--- src/hw/rtl/tfvn_pkg.sv ---
// shared types and constants of the tileable fbm value noise block
`timescale 1ns / 1ps
package tfvn_pkg;

  // field and register widths
  localparam int CoordW  = 12;
  localparam int SizeW   = 13;
  localparam int SeedW   = 32;
  localparam int OctW    = 4;
  localparam int GainW   = 16;
  localparam int ValW    = 16;
  localparam int CfgAddrW = 3;
  localparam int CfgDataW = 32;

  // tile and octave limits
  localparam logic [SizeW-1:0] MaxSize    = 13'd4096;
  localparam logic [OctW-1:0]  MaxOctaves = 4'd12;

  // shared divider widths
  localparam int DivDw = 56;
  localparam int DivVw = 32;
  localparam int DivCw = 6;

  // hash and blend constants
  localparam logic [31:0] HashK1   = 32'h9E3779B9;
  localparam logic [31:0] HashK2   = 32'h85EBCA6B;
  localparam logic [31:0] HashK3   = 32'h2545F491;
  localparam logic [31:0] HashK4   = 32'hC2B2AE35;
  localparam logic [31:0] SeedStep = 32'd7919;
  localparam logic [17:0] SmoothK  = 18'd196608;
  localparam logic [31:0] AmpInit  = 32'd32768;

  // register indexes
  localparam logic [CfgAddrW-1:0] CfgImageSize = 3'd0;
  localparam logic [CfgAddrW-1:0] CfgNoiseSeed = 3'd1;
  localparam logic [CfgAddrW-1:0] CfgPeriodX   = 3'd2;
  localparam logic [CfgAddrW-1:0] CfgPeriodY   = 3'd3;
  localparam logic [CfgAddrW-1:0] CfgOctCount  = 3'd4;
  localparam logic [CfgAddrW-1:0] CfgOctGain   = 3'd5;

  typedef struct packed {
    logic [SizeW-1:0] image_size;
    logic [SeedW-1:0] noise_seed;
    logic [SizeW-1:0] cells_x;
    logic [SizeW-1:0] cells_y;
    logic [OctW-1:0]  octave_count;
    logic [GainW-1:0] octave_gain;
  } cfg_t;

  typedef struct packed {
    logic             start;
    logic [DivDw-1:0] dividend;
    logic [DivVw-1:0] divisor;
    logic [DivCw-1:0] nbits;
  } div_req_t;

  typedef struct packed {
    logic             done;
    logic [DivDw-1:0] quotient;
    logic [DivVw-1:0] remainder;
  } div_rsp_t;

endpackage

--- src/hw/rtl/tfvn_div.sv ---
// iterative restoring divider, one quotient bit per cycle
`timescale 1ns / 1ps
module tfvn_div import tfvn_pkg::*; (
  input  logic     clk_i,
  input  logic     rst_ni,
  input  div_req_t req_i,
  output div_rsp_t rsp_o
);

  logic             busy_q;
  logic             done_q;
  logic [DivCw-1:0] cnt_q;
  logic [DivDw-1:0] dvd_q;
  logic [DivVw-1:0] dvs_q;
  logic [DivVw-1:0] rem_q;
  logic [DivDw-1:0] quo_q;
  logic [DivVw+1:0] trial;
  logic             fits;

  // trial subtract of the divisor from the shifted remainder
  assign trial = {1'b0, rem_q, dvd_q[DivDw-1]} - {2'b00, dvs_q};
  assign fits  = ~trial[DivVw+1];

  // control
  always_ff @(posedge clk_i or negedge rst_ni) begin
    if (!rst_ni) begin
      busy_q <= 1'b0;
      done_q <= 1'b0;
      cnt_q  <= '0;
    end else begin
      done_q <= 1'b0;
      if (req_i.start) begin
        busy_q <= 1'b1;
        cnt_q  <= req_i.nbits;
      end else if (busy_q) begin
        cnt_q <= cnt_q - 1'b1;
        if (cnt_q == DivCw'(1)) begin
          busy_q <= 1'b0;
          done_q <= 1'b1;
        end
      end
    end
  end

  // datapath, dividend arrives msb aligned
  always_ff @(posedge clk_i) begin
    if (req_i.start) begin
      dvd_q <= req_i.dividend;
      dvs_q <= req_i.divisor;
      rem_q <= '0;
      quo_q <= '0;
    end else if (busy_q) begin
      rem_q <= fits ? trial[DivVw-1:0] : {rem_q[DivVw-2:0], dvd_q[DivDw-1]};
      quo_q <= {quo_q[DivDw-2:0], fits};
      dvd_q <= {dvd_q[DivDw-2:0], 1'b0};
    end
  end

  assign rsp_o.done      = done_q;
  assign rsp_o.quotient  = quo_q;
  assign rsp_o.remainder = rem_q;

endmodule

--- src/hw/rtl/tfvn_core.sv ---
// sequencer with shared multiplier, drives the shared divider
`timescale 1ns / 1ps
module tfvn_core import tfvn_pkg::*; (
  input  logic              clk_i,
  input  logic              rst_ni,
  input  cfg_t              cfg_i,
  input  logic              in_valid_i,
  output logic              in_ready_o,
  input  logic [CoordW-1:0] pixel_x_i,
  input  logic [CoordW-1:0] pixel_y_i,
  output logic              res_valid_o,
  input  logic              res_ready_i,
  output logic [ValW-1:0]   noise_value_o,
  output logic              coord_error_o
);

  localparam logic [4:0] StIdle = 5'd0;
  localparam logic [4:0] StNmul = 5'd1;
  localparam logic [4:0] StD1   = 5'd2;
  localparam logic [4:0] StD1w  = 5'd3;
  localparam logic [4:0] StD2   = 5'd4;
  localparam logic [4:0] StD2w  = 5'd5;
  localparam logic [4:0] StD3   = 5'd6;
  localparam logic [4:0] StD3w  = 5'd7;
  localparam logic [4:0] StSm1  = 5'd8;
  localparam logic [4:0] StSm2  = 5'd9;
  localparam logic [4:0] StSm3  = 5'd10;
  localparam logic [4:0] StH1   = 5'd11;
  localparam logic [4:0] StH2   = 5'd12;
  localparam logic [4:0] StH3   = 5'd13;
  localparam logic [4:0] StH4   = 5'd14;
  localparam logic [4:0] StH5   = 5'd15;
  localparam logic [4:0] StB1   = 5'd16;
  localparam logic [4:0] StB2   = 5'd17;
  localparam logic [4:0] StB3   = 5'd18;
  localparam logic [4:0] StB4   = 5'd19;
  localparam logic [4:0] StB5   = 5'd20;
  localparam logic [4:0] StB6   = 5'd21;
  localparam logic [4:0] StB7   = 5'd22;
  localparam logic [4:0] StB8   = 5'd23;
  localparam logic [4:0] StB9   = 5'd24;
  localparam logic [4:0] StA1   = 5'd25;
  localparam logic [4:0] StA2   = 5'd26;
  localparam logic [4:0] StA3   = 5'd27;
  localparam logic [4:0] StF    = 5'd28;
  localparam logic [4:0] StFw   = 5'd29;
  localparam logic [4:0] StDone = 5'd30;

  logic [4:0] state_q, state_d;

  // per item registers
  logic [CoordW-1:0] x_q, y_q;
  logic [SizeW-1:0]  size_q, px_q, py_q;
  logic [OctW-1:0]   octs_q, oct_q;
  logic [31:0]       seed_q, amp_q, total_q;
  logic [55:0]       acc_q;
  logic              ax_q;
  // per axis working registers
  logic [24:0]       ix_q;
  logic [11:0]       r_q;
  logic [15:0]       f_q;
  logic [SizeW-1:0]  x0_q, x1_q, y0_q, y1_q;
  logic [16:0]       sx_q, sy_q;
  // hash and blend registers
  logic [1:0]        k_q;
  logic [31:0]       h_q;
  logic [23:0]       corner_q [4];
  logic [40:0]       t_q, top_q, bot_q;
  logic [57:0]       bl_q;
  logic [63:0]       prod_q;
  logic [ValW-1:0]   val_q;
  logic              err_q;

  // shared multiplier operands and helpers
  logic [31:0]      mul_a, mul_b;
  logic [31:0]      hx, hy, hz;
  logic [SizeW-1:0] coord_sel, per_sel, cx, cy, c0, c1;
  logic [16:0]      wx, wy;
  logic [SizeW:0]   px2, py2;
  logic             last_oct, bad;
  logic [SizeW-1:0] size_eff, px_eff, py_eff;
  logic [OctW-1:0]  octs_eff;
  div_req_t         dreq;
  div_rsp_t         drsp;

  tfvn_div u_div (
    .clk_i  (clk_i),
    .rst_ni (rst_ni),
    .req_i  (dreq),
    .rsp_o  (drsp)
  );

  // effective configuration for a new item
  always_comb begin
    size_eff = (cfg_i.image_size == '0) ? SizeW'(1) : cfg_i.image_size;
    if (size_eff > MaxSize) size_eff = MaxSize;
    px_eff   = (cfg_i.cells_x == '0) ? SizeW'(1) : cfg_i.cells_x;
    py_eff   = (cfg_i.cells_y == '0) ? SizeW'(1) : cfg_i.cells_y;
    octs_eff = (cfg_i.octave_count == '0) ? OctW'(1) : cfg_i.octave_count;
    if (octs_eff > MaxOctaves) octs_eff = MaxOctaves;
    bad = ({1'b0, pixel_x_i} >= size_eff) || ({1'b0, pixel_y_i} >= size_eff);
  end

  // shared operand selection and small helpers
  always_comb begin
    coord_sel = ax_q ? {1'b0, y_q} : {1'b0, x_q};
    per_sel   = ax_q ? py_q : px_q;
    cx        = k_q[0] ? x1_q : x0_q;
    cy        = k_q[1] ? y1_q : y0_q;
    c0        = drsp.remainder[SizeW-1:0];
    c1        = ((c0 + 1'b1) == per_sel) ? '0 : c0 + 1'b1;
    wx        = 17'h10000 - sx_q;
    wy        = 17'h10000 - sy_q;
    hx        = h_q ^ prod_q[31:0];
    hx        = hx ^ (hx >> 15);
    hy        = prod_q[31:0] ^ (prod_q[31:0] >> 13);
    hz        = prod_q[31:0] ^ (prod_q[31:0] >> 16);
    px2       = {px_q, 1'b0};
    py2       = {py_q, 1'b0};
    last_oct  = (oct_q == octs_q - 1'b1) || (px2 > {1'b0, size_q})
                || (py2 > {1'b0, size_q});
    mul_a = '0;
    mul_b = '0;
    case (state_q)
      StNmul: begin mul_a = 32'(coord_sel); mul_b = 32'(per_sel); end
      StSm1:  begin mul_a = 32'(f_q); mul_b = 32'(f_q); end
      StSm2:  begin mul_a = prod_q[31:0]; mul_b = 32'(SmoothK - {1'b0, f_q, 1'b0}); end
      StH1:   begin mul_a = 32'(cx); mul_b = HashK1; end
      StH2:   begin mul_a = 32'(cy); mul_b = HashK2; end
      StH3:   begin mul_a = hx; mul_b = HashK3; end
      StH4:   begin mul_a = hy; mul_b = HashK4; end
      StB1:   begin mul_a = 32'(corner_q[0]); mul_b = 32'(wx); end
      StB2:   begin mul_a = 32'(corner_q[1]); mul_b = 32'(sx_q); end
      StB3:   begin mul_a = 32'(corner_q[2]); mul_b = 32'(wx); end
      StB4:   begin mul_a = 32'(corner_q[3]); mul_b = 32'(sx_q); end
      StB5:   begin mul_a = 32'(top_q[23:0]); mul_b = 32'(wy); end
      StB6:   begin mul_a = 32'(top_q[40:24]); mul_b = 32'(wy); end
      StB7:   begin mul_a = 32'(bot_q[23:0]); mul_b = 32'(sy_q); end
      StB8:   begin mul_a = 32'(bot_q[40:24]); mul_b = 32'(sy_q); end
      StA1:   begin mul_a = 32'(bl_q[55:32]); mul_b = amp_q; end
      StA2:   begin mul_a = amp_q; mul_b = 32'(cfg_i.octave_gain); end
      default: ;
    endcase
  end

  // divider requests, dividends aligned to the top bit
  always_comb begin
    dreq = '0;
    unique case (state_q)
      StD1: begin
        dreq.start    = 1'b1;
        dreq.dividend = {prod_q[24:0], 31'b0};
        dreq.divisor  = 32'(size_q);
        dreq.nbits    = DivCw'(25);
      end
      StD2: begin
        dreq.start    = 1'b1;
        dreq.dividend = {r_q, 16'b0, 28'b0};
        dreq.divisor  = 32'(size_q);
        dreq.nbits    = DivCw'(28);
      end
      StD3: begin
        dreq.start    = 1'b1;
        dreq.dividend = {ix_q, 31'b0};
        dreq.divisor  = 32'(per_sel);
        dreq.nbits    = DivCw'(25);
      end
      StF: begin
        dreq.start    = 1'b1;
        dreq.dividend = acc_q;
        dreq.divisor  = total_q;
        dreq.nbits    = DivCw'(56);
      end
      default: ;
    endcase
  end

  // sequencer
  always_comb begin
    state_d = state_q;
    unique case (state_q)
      StIdle: if (in_valid_i) state_d = bad ? StDone : StNmul;
      StNmul: state_d = StD1;
      StD1:   state_d = StD1w;
      StD1w:  if (drsp.done) state_d = StD2;
      StD2:   state_d = StD2w;
      StD2w:  if (drsp.done) state_d = StD3;
      StD3:   state_d = StD3w;
      StD3w:  if (drsp.done) state_d = StSm1;
      StSm1:  state_d = StSm2;
      StSm2:  state_d = StSm3;
      StSm3:  state_d = ax_q ? StH1 : StNmul;
      StH1:   state_d = StH2;
      StH2:   state_d = StH3;
      StH3:   state_d = StH4;
      StH4:   state_d = StH5;
      StH5:   state_d = (k_q == 2'd3) ? StB1 : StH1;
      StB1:   state_d = StB2;
      StB2:   state_d = StB3;
      StB3:   state_d = StB4;
      StB4:   state_d = StB5;
      StB5:   state_d = StB6;
      StB6:   state_d = StB7;
      StB7:   state_d = StB8;
      StB8:   state_d = StB9;
      StB9:   state_d = StA1;
      StA1:   state_d = StA2;
      StA2:   state_d = StA3;
      StA3:   state_d = last_oct ? StF : StNmul;
      StF:    state_d = StFw;
      StFw:   if (drsp.done) state_d = StDone;
      StDone: if (res_ready_i) state_d = StIdle;
      default: state_d = StIdle;
    endcase
  end

  always_ff @(posedge clk_i or negedge rst_ni) begin
    if (!rst_ni) begin
      state_q <= StIdle;
    end else begin
      state_q <= state_d;
    end
  end

  // datapath registers
  always_ff @(posedge clk_i) begin
    prod_q <= mul_a * mul_b;
    case (state_q)
      StIdle: begin
        x_q     <= pixel_x_i;
        y_q     <= pixel_y_i;
        size_q  <= size_eff;
        px_q    <= px_eff;
        py_q    <= py_eff;
        octs_q  <= octs_eff;
        oct_q   <= '0;
        seed_q  <= cfg_i.noise_seed;
        amp_q   <= AmpInit;
        acc_q   <= '0;
        total_q <= '0;
        ax_q    <= 1'b0;
        k_q     <= '0;
        val_q   <= '0;
        err_q   <= bad;
      end
      StD1w: if (drsp.done) begin
        ix_q <= drsp.quotient[24:0];
        r_q  <= drsp.remainder[11:0];
      end
      StD2w: if (drsp.done) f_q <= drsp.quotient[15:0];
      StD3w: if (drsp.done) begin
        if (ax_q) begin
          y0_q <= c0;
          y1_q <= c1;
        end else begin
          x0_q <= c0;
          x1_q <= c1;
        end
      end
      StSm3: begin
        if (ax_q) sy_q <= prod_q[48:32];
        else      sx_q <= prod_q[48:32];
        ax_q <= ~ax_q;
      end
      StH2: h_q <= seed_q ^ prod_q[31:0];
      StH5: begin
        corner_q[k_q] <= hz[23:0];
        k_q <= k_q + 1'b1;
      end
      StB2: t_q   <= prod_q[40:0];
      StB3: top_q <= t_q + prod_q[40:0];
      StB4: t_q   <= prod_q[40:0];
      StB5: bot_q <= t_q + prod_q[40:0];
      StB6: bl_q  <= prod_q[57:0];
      StB7: bl_q  <= bl_q + {prod_q[33:0], 24'b0};
      StB8: bl_q  <= bl_q + prod_q[57:0];
      StB9: bl_q  <= bl_q + {prod_q[33:0], 24'b0};
      StA2: begin
        acc_q   <= acc_q + prod_q[55:0];
        total_q <= total_q + amp_q;
      end
      StA3: begin
        amp_q  <= prod_q[46:15];
        px_q   <= px2[SizeW-1:0];
        py_q   <= py2[SizeW-1:0];
        oct_q  <= oct_q + 1'b1;
        seed_q <= seed_q + SeedStep;
      end
      StFw: if (drsp.done) val_q <= drsp.quotient[23:8];
      default: ;
    endcase
  end

  assign in_ready_o    = (state_q == StIdle);
  assign res_valid_o   = (state_q == StDone);
  assign noise_value_o = val_q;
  assign coord_error_o = err_q;

endmodule

--- src/hw/rtl/tileable_fbm_value_noise.sv ---
// top level: configuration registers, input stream, output register
//
//  channel  | direction | fields
//  s_axis   | in        | tdata[11:0] pixel_x, tdata[23:12] pixel_y
//  m_axis   | out       | tdata[15:0] noise_value, tuser[0] coord_error
//  cfg      | in        | cfg_we_i, cfg_addr_i (register index), cfg_wdata_i
//
// an item runs through the accept state, one pass per octave (1 to 12 octaves),
// the final normalize and the result state; the single shared bit-serial
// divider sets how long this takes
// an out-of-tile coordinate goes from the accept state straight to the result
// reset restores the register defaults and empties the output register
// s_axis_tready is low while an item is in work; the output register frees
// the core while a finished transaction waits on m_axis_tready
`timescale 1ns / 1ps
module tileable_fbm_value_noise import tfvn_pkg::*; (
  input  logic                clk_i,
  input  logic                rst_ni,
  input  logic                s_axis_tvalid,
  output logic                s_axis_tready,
  input  logic [23:0]         s_axis_tdata,  // pixel_x, pixel_y
  output logic                m_axis_tvalid,
  input  logic                m_axis_tready,
  output logic [15:0]         m_axis_tdata,  // noise_value
  output logic [0:0]          m_axis_tuser,  // coord_error
  input  logic                cfg_we_i,
  input  logic [CfgAddrW-1:0] cfg_addr_i,
  input  logic [CfgDataW-1:0] cfg_wdata_i
);

  cfg_t            cfg_q;
  logic            res_valid, res_ready;
  logic [ValW-1:0] res_value;
  logic            res_err;
  logic            m_valid_q;
  logic [ValW-1:0] m_value_q;
  logic            m_err_q;

  // configuration registers
  always_ff @(posedge clk_i or negedge rst_ni) begin
    if (!rst_ni) begin
      cfg_q.image_size   <= 13'd256;
      cfg_q.noise_seed   <= '0;
      cfg_q.cells_x      <= 13'd8;
      cfg_q.cells_y      <= 13'd8;
      cfg_q.octave_count <= 4'd4;
      cfg_q.octave_gain  <= 16'd16384;
    end else if (cfg_we_i) begin
      unique case (cfg_addr_i)
        CfgImageSize: cfg_q.image_size   <= cfg_wdata_i[SizeW-1:0];
        CfgNoiseSeed: cfg_q.noise_seed   <= cfg_wdata_i[SeedW-1:0];
        CfgPeriodX:   cfg_q.cells_x      <= cfg_wdata_i[SizeW-1:0];
        CfgPeriodY:   cfg_q.cells_y      <= cfg_wdata_i[SizeW-1:0];
        CfgOctCount:  cfg_q.octave_count <= cfg_wdata_i[OctW-1:0];
        CfgOctGain:   cfg_q.octave_gain  <= cfg_wdata_i[GainW-1:0];
        default: ;
      endcase
    end
  end

  tfvn_core u_core (
    .clk_i         (clk_i),
    .rst_ni        (rst_ni),
    .cfg_i         (cfg_q),
    .in_valid_i    (s_axis_tvalid),
    .in_ready_o    (s_axis_tready),
    .pixel_x_i     (s_axis_tdata[11:0]),
    .pixel_y_i     (s_axis_tdata[23:12]),
    .res_valid_o   (res_valid),
    .res_ready_i   (res_ready),
    .noise_value_o (res_value),
    .coord_error_o (res_err)
  );

  // output register
  assign res_ready = ~m_valid_q | m_axis_tready;

  always_ff @(posedge clk_i or negedge rst_ni) begin
    if (!rst_ni) begin
      m_valid_q <= 1'b0;
    end else if (res_ready) begin
      m_valid_q <= res_valid;
    end
  end

  always_ff @(posedge clk_i) begin
    if (res_ready && res_valid) begin
      m_value_q <= res_value;
      m_err_q   <= res_err;
    end
  end

  assign m_axis_tvalid = m_valid_q;
  assign m_axis_tdata  = m_value_q;
  assign m_axis_tuser  = m_err_q;

endmodule

--- config.mk ---
export PLATFORM = sky130hd
export DESIGN_NAME = tileable_fbm_value_noise
export DESIGN_NICKNAME = d
export VERILOG_FILES = /design/src/hw/rtl/tfvn_pkg.sv /design/src/hw/rtl/tfvn_div.sv /design/src/hw/rtl/tfvn_core.sv /design/src/hw/rtl/tileable_fbm_value_noise.sv
export SDC_FILE = /design/constraint.sdc
export NUM_CORES = 2
export LEC_CHECK = 0
export BUFFER_PORTS_ARGS = -buffer_cell sky130_fd_sc_hd__buf_2
export CORE_UTILIZATION = 38
export DETAILED_ROUTE_END_ITERATION = 10
export HOLD_SLACK_MARGIN = 0.08
export PLACE_DENSITY = 0.56
export REMOVE_ABC_BUFFERS = 1
export SETUP_SLACK_MARGIN = 0.1
export SLEW_MARGIN = 15
export SYNTH_ARGS = -nofsm -noshare
export SYNTH_HDL_FRONTEND = slang
export SYNTH_SLANG_ARGS = --single-unit
--- constraint.sdc ---
create_clock -name clk_i -period 11.62 [get_ports clk_i]
set_input_delay 1.162 -clock clk_i [delete_from_list [all_inputs] [get_ports clk_i]]
set_output_delay 1.162 -clock clk_i [all_outputs]
set_load 0.03 [all_outputs]
==> results.toml <==
[final_layout]
nets = 10047
multi_input_area_um2 = 51600
final_cells = 11673
fill_cells = 21337
fin_area_um2 = 95000
drive_gt1_frac = 0.0963
areaGrowthSynthToFinish_pct = 11.2
regArea_um2 = 28700

[sta]
timing.hold.ws_ns = 0.416
tightest_slew_ns = 1.46
hold_violations = 0
max_freq_ghz = 0.0893
setup_viol = 0
max-slew-margin-rel = 0.0268
fin_skew_ns = 0.0775
period_share = 0.963
rsz0062_at_grt = "false"
min_period_ns = 11.20
drv_slew = 0

[setup_path]
start_kind = "register"
crit_required_ns = 12.34
crit_buf_inv = 5
r2r_setup_slack_ns = 0.42
cp.arrival_ns = 11.91
reg2reg_to = "u_core.prod_q[55]"
critPathMaxFanout = 21
path_common_cell = "fa_1"
slowest_delay_ns = 0.85
slowest_stage = "and4_1"
crit_type = "register to register"
cp_top_family = "adder cells"
timing.rr.start = "u_core.state_q[0]"
reg2reg_depth = 34
endpoint_kind = "register"

[clock_network]
ctsLongestPathBuffers = 3
clkLatencyLatePin_ns = 0.79
cts.htree.levels = 3
cts_sinks = 1012
cts_tree = "yes"
numCtsBuffers = 110
cts_root_buffer = "clkbuf_16"
clk_pin_slew_ns = 0.06

[power]
p_per_area_nw_per_um2 = 86.2
p_leak_nw = 40.4
vdd_drop_max_v = 0.000121

[yosys]
seq_area_frac_synth = 0.337
synth.distinct_cells = 116
postSynthCellCount = 8440
avgSynthCellArea_um2 = 10.1
synthArstFlopShare = 0.104
syn_area_um2 = 85400
synthAdderAreaFrac = 0.281
synth.mux.area_fraction = 0.0270
synth-seq-cells = 1012
synth_compound_area_frac = 0.118
synth-xor-area-share = 0.0467
synth_top_family_by_area = "adder cells"
synthFlopType = "edfxtp_1"
synth_warnings = 0
synth_edf_count = 794
synthSimpleGateAreaFrac = 0.127

[global_route]
grt_max_degree = 93
grtUsageTotal = 0.293
grt-ovfl-total = 0
grt_pass1_wl_um = 475000
antenna_found_initial = 18
grt_pass1_vias = 66137

[die]
fp.dieW_um = 476
io_pins = 83
coreArea_um2 = 223000
die_h_um = 476
dieArea_um2 = 227000
row_count = 173
initial_core_util = 0.383

[placement]
place.gp.congestion = 1.03
portBuffers = 82
placed_cell_area_um2 = 90900
hpwl_um = 260000
placedCellCount = 11439

[routing]
avgRoutedWirePerCell_um = 28.6
drtAntennaViolNets = 0
vias = 66935
dr.pass1.iters = 8
drt-initial-drc-count = 7789
drc = 0
viasPerCell = 5.73
totalWireLength_um = 334000

[worst_hold_path]
whs_path_depth = 0
hp-start = "u_core.noise_value_o[14]"
worstHoldEndpoint = "m_axis_tdata[14]"
min_path_type = "register to register"

[status]
status = "complete, no violations"

[run]
max-cap-violations = 0
-- cell usage in the layout (no fill, tap or decap), types with 195 or more instances in the layout --
cell type / synthesis / final
o21ai_0: 281 / 280
fa_1: 876 / 876
ha_1: 516 / 516
nand2_1: 994 / 989
xnor2_1: 260 / 260
xor2_1: 195 / 195
buf_4: 3 / 309
a21oi_1: 339 / 333
nor2_1: 795 / 776
inv_1: 1048 / 1045
edfxtp_1: 794 / 794
-- metrics by stage --
stage	total power [mW]	util	setup slack, ns	setup TNS (ns)
after floorplan	4.30	-	-0.961	-10.29
after global placement	4.44	0.408	0.425	0
after detailed placement	4.46	0.408	0.319	0
after CTS	8.23	0.425	0.248	0
after global routing	8.41	0.426	0.136	0
final	8.19	0.426	0.425	0
-- metal layers --
| metal | GRT usage | vias up | part of all wire |
|---|---|---|---|
| li1 | - | 28881 | - |
| met1 | 0.388 | 33962 | 0.40 |
| met2 | 0.442 | 3304 | 0.43 |
| met3 | 0.0651 | 768 | 0.098 |
| met4 | 0.168 | 20 | 0.068 |
| met5 | 0 | - | 0.00086 |
-- area by class of cell --
class                   instances  share of cell area
diodes                         10            0.000263
clock buffers                 139              0.0312
clock inverters                70             0.00956
inverters                    1052              0.0416
multi-input cells            6010               0.544
flip-flops and latches       1012               0.303
well taps                    2975              0.0392
repair buffers                405              0.0318
-- cells by family (layout without fill, tap and decap cells) --
logic type | count (synthesis) | in the layout
xor+xnor | 455 | 455
other cells | 2 | 25
compound gates | 1471 | 1471
simple gates | 2459 | 2459
buf+inv | 1431 | 1666
mux | 218 | 218
fa+ha+maj | 1392 | 1392
flops | 1012 | 1012
-- worst reg2reg max path, delay by kind of cell (launching register included) --
family,cells,cell delay (ns)
AND/OR/NAND/NOR,7,2.31
flip-flops,1,0.55
buffers and inverters,5,0.56
adder cells (fa/ha/maj),9,4.01
AO/OA/AOI/OAI,12,3.58
XOR/XNOR,1,0.14
-- power breakdown --
part           internal, mW  total, mW  switching (mW)
sequential             3.95       4.04          0.0866
combinational         0.160      0.345           0.185
clock                  2.17       3.80            1.64
total                  6.28       8.19            1.91
-- cell usage after synthesis, types with 84 or more instances --
library cell | number | area [um2]
nor3_1 | 84 | 420
xnor2_1 | 260 | 2280
fa_1 | 876 | 17500
ha_1 | 516 | 6460
edfxtp_1 | 794 | 23800
mux2i_1 | 121 | 1210
nor2_1 | 795 | 2980
clkbuf_1 | 285 | 1070
dfrtp_1 | 100 | 2500
and3_1 | 88 | 551
mux2_2 | 97 | 1090
a21oi_1 | 339 | 1700
a21o_1 | 142 | 1070
inv_1 | 1048 | 3930
dfxtp_1 | 113 | 2260
o21ai_0 | 281 | 1410
xor2_1 | 195 | 1710
nand2_1 | 994 | 3730
nand3_1 | 105 | 526
-- worst max path at each step --
stage | start | cells past startpoint | end
final | u_core.state_q[0] | 34 | u_core.prod_q[55]
after global routing | u_core.state_q[0] | 34 | u_core.prod_q[55]
after CTS | u_core.state_q[1] | 34 | u_core.prod_q[55]
after detailed placement | u_core.state_q[1] | 34 | u_core.prod_q[55]
after global placement | u_core.state_q[1] | 34 | u_core.prod_q[55]
after floorplan | u_core.state_q[0] | 29 | u_core.prod_q[50]
-- state kept, by name (all words and copies together) (netlist names), 41 cells and up --
name / flops
u_core.t_q: 41
u_core.u_div.dvd_q: 56
u_core.prod_q: 56
u_core.top_q: 41
u_core.corner_q: 96
u_core.bl_q: 56
u_core.bot_q: 41
u_core.acc_q: 56
cfg_q: 91
-- repair_timing --
item,CTS,global route
gates resized for setup,0,10
hold buffers,0,0
setup buffers,0,15
setup endpoints to repair,0,8
hold endpoints to repair,0,0
No activity file was read; power rests on OpenSTA's default activity.
